==> src/hdl/evr_pkg.sv <==
// Package for the Euler vertex rotator: coordinate and coefficient types,
// register indexes, plane codes and the saturation helper. No dependencies.
`timescale 1ns / 1ps
`default_nettype none

package evr_pkg;

    localparam int COORD_W = 32;                 // Q16.16 coordinate
    localparam int COEF_W  = 16;                 // Q2.14 coefficient
    localparam int FRAC    = 14;                 // coefficient fraction bits
    localparam int PROD_W  = COORD_W + COEF_W;   // one product
    localparam int SUM_W   = PROD_W + 1;         // sum or difference of two products
    localparam int SHR_W   = SUM_W - FRAC;       // sum after dropping the fraction
    localparam int ADDR_W  = 3;                  // register index width

    localparam logic signed [COEF_W-1:0] COEF_ONE  = COEF_W'(16384);
    localparam logic signed [COEF_W-1:0] COEF_ZERO = '0;

    typedef logic signed [COORD_W-1:0] coord_t;
    typedef logic signed [COEF_W-1:0]  coef_t;
    typedef logic signed [PROD_W-1:0]  prod_t;

    // Configuration register indexes
    typedef enum logic [ADDR_W-1:0] {
        REG_COS_PITCH = 3'd0,
        REG_SIN_PITCH = 3'd1,
        REG_COS_YAW   = 3'd2,
        REG_SIN_YAW   = 3'd3,
        REG_COS_ROLL  = 3'd4,
        REG_SIN_ROLL  = 3'd5,
        REG_ROT_ORDER = 3'd6
    } reg_idx_t;

    // Rotation order codes
    localparam logic ORDER_YAW_FIRST   = 1'b0;
    localparam logic ORDER_PITCH_FIRST = 1'b1;

    // Which coordinate pair a stage rotates
    typedef enum logic [1:0] {
        PLANE_XY = 2'd0,   // roll
        PLANE_XZ = 2'd1,   // yaw
        PLANE_YZ = 2'd2    // pitch
    } plane_t;

    typedef struct packed {
        coef_t cos_pitch;
        coef_t sin_pitch;
        coef_t cos_yaw;
        coef_t sin_yaw;
        coef_t cos_roll;
        coef_t sin_roll;
        logic  rotation_order;
    } cfg_t;

    typedef struct packed {
        coord_t in_x;
        coord_t in_y;
        coord_t in_z;
    } vertex_in_t;

    typedef struct packed {
        coord_t out_x;
        coord_t out_y;
        coord_t out_z;
    } vertex_out_t;

    typedef struct packed {
        coord_t x;
        coord_t y;
        coord_t z;
    } vec_t;

    // Clamp a shifted sum to the signed coordinate range
    function automatic coord_t sat_coord(input logic [SHR_W-1:0] v);
        logic [SHR_W-COORD_W:0] top;
        top = v[SHR_W-1:COORD_W-1];
        if ((&top) || !(|top))
            return coord_t'(v[COORD_W-1:0]);
        else if (v[SHR_W-1])
            return coord_t'({1'b1, {(COORD_W-1){1'b0}}});
        else
            return coord_t'({1'b0, {(COORD_W-1){1'b1}}});
    endfunction

endpackage

`default_nettype wire

==> src/hdl/evr_cfg_regs.sv <==
// Configuration register file: trig coefficients and rotation order.
// Depends on evr_pkg.
`timescale 1ns / 1ps
`default_nettype none

module evr_cfg_regs
    import evr_pkg::*;
(
    input  wire logic              clk,
    input  wire logic              rst_n,
    input  wire logic              cfg_we,
    input  wire logic [ADDR_W-1:0] cfg_addr,
    input  wire logic [COEF_W-1:0] cfg_wdata,
    output cfg_t                   cfg
);

    cfg_t cfg_reg;
    cfg_t cfg_next;

    // Decode the write; indexes past the list are dropped
    always_comb
    begin
        cfg_next = cfg_reg;
        if (cfg_we)
        begin
            case (reg_idx_t'(cfg_addr))
                REG_COS_PITCH: cfg_next.cos_pitch      = coef_t'(cfg_wdata);
                REG_SIN_PITCH: cfg_next.sin_pitch      = coef_t'(cfg_wdata);
                REG_COS_YAW:   cfg_next.cos_yaw        = coef_t'(cfg_wdata);
                REG_SIN_YAW:   cfg_next.sin_yaw        = coef_t'(cfg_wdata);
                REG_COS_ROLL:  cfg_next.cos_roll       = coef_t'(cfg_wdata);
                REG_SIN_ROLL:  cfg_next.sin_roll       = coef_t'(cfg_wdata);
                REG_ROT_ORDER: cfg_next.rotation_order = cfg_wdata[0];
                default:       cfg_next = cfg_reg;
            endcase
        end
    end

    // Reset to the identity rotation
    always_ff @(posedge clk or negedge rst_n)
    begin
        if (!rst_n)
        begin
            cfg_reg.cos_pitch      <= COEF_ONE;
            cfg_reg.sin_pitch      <= COEF_ZERO;
            cfg_reg.cos_yaw        <= COEF_ONE;
            cfg_reg.sin_yaw        <= COEF_ZERO;
            cfg_reg.cos_roll       <= COEF_ONE;
            cfg_reg.sin_roll       <= COEF_ZERO;
            cfg_reg.rotation_order <= ORDER_YAW_FIRST;
        end
        else
        begin
            cfg_reg <= cfg_next;
        end
    end

    assign cfg = cfg_reg;

endmodule

`default_nettype wire

==> config.mk <==
export PLATFORM = sky130hd
export DESIGN_NAME = evr_cfg_regs
export DESIGN_NICKNAME = d
export VERILOG_FILES = /design/src/hdl/evr_pkg.sv /design/src/hdl/evr_cfg_regs.sv
export SDC_FILE = /design/constraint.sdc
export NUM_CORES = 1
export LEC_CHECK = 0
export BUFFER_PORTS_ARGS = -buffer_cell sky130_fd_sc_hd__buf_2
export CAP_MARGIN = 30
export CORE_MARGIN = 5
export CORE_UTILIZATION = 50
export DETAILED_ROUTE_END_ITERATION = 16
export GPL_TIMING_DRIVEN = 0
export PLACE_DENSITY = 0.81
export SYNTH_ARGS = -nofsm -noshare
export SYNTH_HDL_FRONTEND = slang
export SYNTH_SLANG_ARGS = --single-unit
==> constraint.sdc <==
create_clock -name clk -period 0.95 [get_ports clk]
set_input_delay 0.095 -clock clk [delete_from_list [all_inputs] [get_ports clk]]
set_output_delay 0.095 -clock clk [all_outputs]
set_load 0.01 [all_outputs]
== Yosys cells after proc, flatten, opt, wreduce, memory -nomap -nowiden ==
Cells that the tools add are included.
W data, S select, Z words.

* Bits in registers: 97
* Bits of input ports: 22
* Memories: 0
* Bits in writable memories: 0
* Memory bits (read-only): 0
* Output and inout bits: 97
* Bits in latches: 0

* Divide/modulo/power cells: 0
* Equality and inequality tests: 6
* Shift-type cells: 0
* Magnitude comparators: 0
* Bitwise operators: 0
* $mul: 0
* Reductions and logical operators: 8
* Add/subtract/negate cells: 0
* Mux-type cells: 0

{| class="wikitable"
|+ Operator list
! cell !! number
|-
| $reduce_and A2 Y1 || 7
|-
| $eq A3 B3 Y1 const B || 3
|-
| $eq A3 B2 Y1 const B || 2
|-
| $eq A3 B1 Y1 const B || 1
|-
| $logic_not A3 Y1 || 1
|}

== Depth between registers and ports, before layout ==
* Word-level depth: 2
* Gate-level depth with buffers: 5
* Gate-level depth less buffers: 2

== Least setup slack after synthesis ==
OpenSTA, ideal clock, no wires.

* Kind: input to register
* Start: input port cfg_addr[0]
* End: register cfg_reg (netlist bit cfg[81])
* Path buffers: 2
* Cell stages on the path: 4
* Slack: -0.349 ns
* Required time: 0.825 ns
* Arrival: 1.174 ns
* Path through: buf_6 > nor4b_4 > buf_6 > mux2_2

* Longest elaborated chain between the ends: 2

{| class="wikitable"
|+ RTL lines
! element !! line !! text
|-
| start, declared || evr_cfg_regs.sv:12 || <nowiki>input wire logic [ADDR_W-1:0] cfg_addr,</nowiki>
|-
| $logic_not A3 Y1 || evr_cfg_regs.sv:26 || <nowiki>case (reg_idx_t'(cfg_addr))</nowiki>
|-
| $reduce_and A2 Y1 (no source line) || n/a ||
|-
| end signal, assigned || evr_cfg_regs.sv:54 || <nowiki>cfg_reg <= cfg_next;</nowiki>
|-
| end, declared || evr_cfg_regs.sv:17 || <nowiki>cfg_t cfg_reg;</nowiki>
|}

No other way between the ends.
A chain may end at the register's enable or synchronous reset.

== Worst setup path in the final report ==
* Start: register cfg_reg (netlist bit cfg[95])
* End: output port cfg[95] (netlist name)

{| class="wikitable"
|+ RTL lines
! element !! line !! text
|-
| end, declared || evr_cfg_regs.sv:14 || <nowiki>output cfg_t cfg</nowiki>
|}

No word-level cell between the ends.

==> flow_metrics.tcl <==
set metrics [dict create \
    status "finished with violations" \
    violations "hold timing, setup timing" \
    rsz0062_at_grt "true" \
    holdWs_ns -0.251 \
    grt_overflow 0 \
    synth_top_family_by_area "multiplexers" \
    met3_length_um 786 \
    avgSynthCellArea_um2 17.7 \
    via_count 2490 \
    drive_gt1_frac 0.756 \
    track_usage 0.206 \
    synthMuxAreaShare 0.293 \
    finalSetupTns_ns -2.47 \
    hold_path.class "in2async" \
    yosys.area_share.simple 0.0268 \
    synth_compound_area_frac 0 \
    wl_met1_um 3970 \
    finClkSkew_ns 0 \
    grt_antenna_before_repair 0 \
    io_pins 119 \
    initial_core_util 0.514 \
    critPathMaxStageDelay_ns 0.56 \
    route.detailed.drc 0 \
    wire_per_inst_um 18.7 \
    arrival_ns 1.01 \
    dp.final_hpwl_um 5940 \
    routed_wirelength_um 9370 \
    slew_viol_final 0 \
    drt-pass1-iter-count 4 \
    drt_iter0_drc 57 \
    clockBufferDepth 2 \
    routed-wl-met2_um 4520 \
    critPathCaptureType "output port" \
    critPathSlowestCell "dfstp_2" \
    power.density_mw_per_mm2 2280 \
    largest_reg_flops 97 \
    critPathTopFamily "flip-flops" \
    core_mm2 0.00725 \
    clk_pin_slew_ns 0.10 \
    synth-xor-area-share 0 \
    detail-route-antenna-nets 0 \
    synth.ff_latch_count 97 \
    path_cells "buf_6" \
    grt_pass1_vias 2599 \
    final_util 0.767 \
    gp_congestion 0.695 \
    die_h_um 96.4 \
    num_antenna_cells 0 \
    die_x_um 96.4 \
    cts_sinks 97 \
    fin_nets 419 \
    port-buffer-count 117 \
    viasPerCell 4.97 \
    synth-adder-area-share 0 \
    hold_viol 45 \
    critPathBufInv 1 \
    ir_drop_mv 1.14 \
    htreeDepth 3 \
    area_growth_pct 49.0 \
    cp_max_fo 2 \
    grt_max_degree 50 \
    clk_latency_ns 0.34 \
    setup_violations 96 \
    synthCells 211 \
    worst_slew_pin_slew_ns 0.627 \
    row_count 31 \
    grt_pass1_wl_um 14100 \
    yosysSeqAreaShare 0.652 \
    fin_ws_ns -0.155 \
    synth_cell_type_count 11 \
    crit_required_ns 0.85 \
    dieArea_mm2 0.00929 \
    fin_crit_sh 1.16 \
    cts_root_buf "clkbuf_8" \
    synth_warnings 0 \
    synth_nets 233 \
    drv_cap 0 \
    slew-limit-headroom 0.582 \
    cts_tree "yes" \
    syn_area_mm2 0.00373 \
    leakage_nw 2.79 \
    min_period_ns 1.10 \
    highest_layer "met4" \
    cts_buffers 9 \
    startpoint_type "register" \
    crit_type "reg2out" \
    fillers 435 \
    fmax_mhz 905 \
]
==> layout by cell type (no fill, tap or decap), types with 2 or more instances in the layout <==
cell	netlist	final
and4bb_2	2	2
dfrtp_1	94	94
bufinv_16	0	3
clkbuf_1	0	2
clkbuf_8	0	9
buf_4	0	57
nand4b_4	0	2
buf_6	6	29
mux2_4	0	56
buf_2	2	93
mux2_2	97	41
dfstp_2	3	3
buf_12	0	3
==> power breakdown <==
group	total, mW	internal, mW	switching (mW)
logic	3.98	2.46	1.51
clock network	3.13	1.76	1.38
registers	5.59	5.06	0.536
total	12.7	9.28	3.42
==> final timing paths <==
check                               startpoint                  end  slack [ns]  cells after the start
max                        cfg[95]$_DFFE_PN1P_              cfg[95]       -0.15                      1
min                                      rst_n  cfg[59]$_DFFE_PN0P_       -0.25                      1
max reg2reg                cfg[94]$_DFFE_PN0P_  cfg[94]$_DFFE_PN0P_        0.02                      2
min reg2reg                 cfg[0]$_DFFE_PN0P_   cfg[0]$_DFFE_PN0P_        0.51                      1
max in group asynchronous                rst_n  cfg[18]$_DFFE_PN0P_        0.54                      2
min in group clk                 cfg_wdata[11]  cfg[60]$_DFFE_PN0P_        0.05                      2
==> cell families (layout without fill, tap and decap cells) <==
logic type,after synthesis,after routing
buffers and inverters,10,201
and+or+nand+nor,7,7
muxes,97,97
DFF,97,97
==> cell usage after synthesis <==
master / count / area share
mux2_2: 97 / 0.29
dfrtp_1: 94 / 0.63
buf_6: 6 / 0.018
dfstp_2: 3 / 0.021
and4bb_2: 2 / 0.0067
buf_2: 2 / 0.0027
buf_8: 2 / 0.0080
nand4b_2: 2 / 0.0080
and4bb_1: 1 / 0.0034
nand4b_1: 1 / 0.0023
nor4b_4: 1 / 0.0064
==> metal layers <==
metal / GRT usage / vias up
met4: 0.0596 / 0
li1: - / 1124
met2: 0.333 / 96
met1: 0.270 / 1260
met3: 0.0635 / 10
met5: 0 / -
==> per-stage QoR <==
step / cell area [um2] / instances / worst slack [ns] / hold WS (ns) / power [mW]
final: 5560 / 501 / -0.155 / -0.251 / 12.7
after CTS: 5400 / 493 / -0.161 / -0.237 / 12.5
after floorplan: 3960 / 211 / -0.292 / -0.201 / 7.21
after global routing: 5560 / 501 / -0.185 / -0.210 / 13.3
after global placement: 4670 / 427 / -1.09 / 0.399 / 8.49
after detailed placement: 4700 / 428 / -0.665 / 0.151 / 8.62
==> repair_timing <==
item,in CTS,in global routing
setup buffers,50,7
gates cloned,0,1
resized for setup,16,16
endpoints found under the hold margin,45,45
pin swaps,1,1
setup endpoints to repair,141,116
==> final cells by class <==
cell class	count	area, um2	area share
Multi-Input combinational cell	104	1420	0.255
Buffer	9	131	0.0236
Clock inverter	5	106	0.0191
Tap cell	99	124	0.0223
Clock buffer	11	131	0.0236
Sequential cell	97	2430	0.437
Timing Repair Buffer	176	1220	0.219
Note: power is estimated with default switching activity, not from simulation.
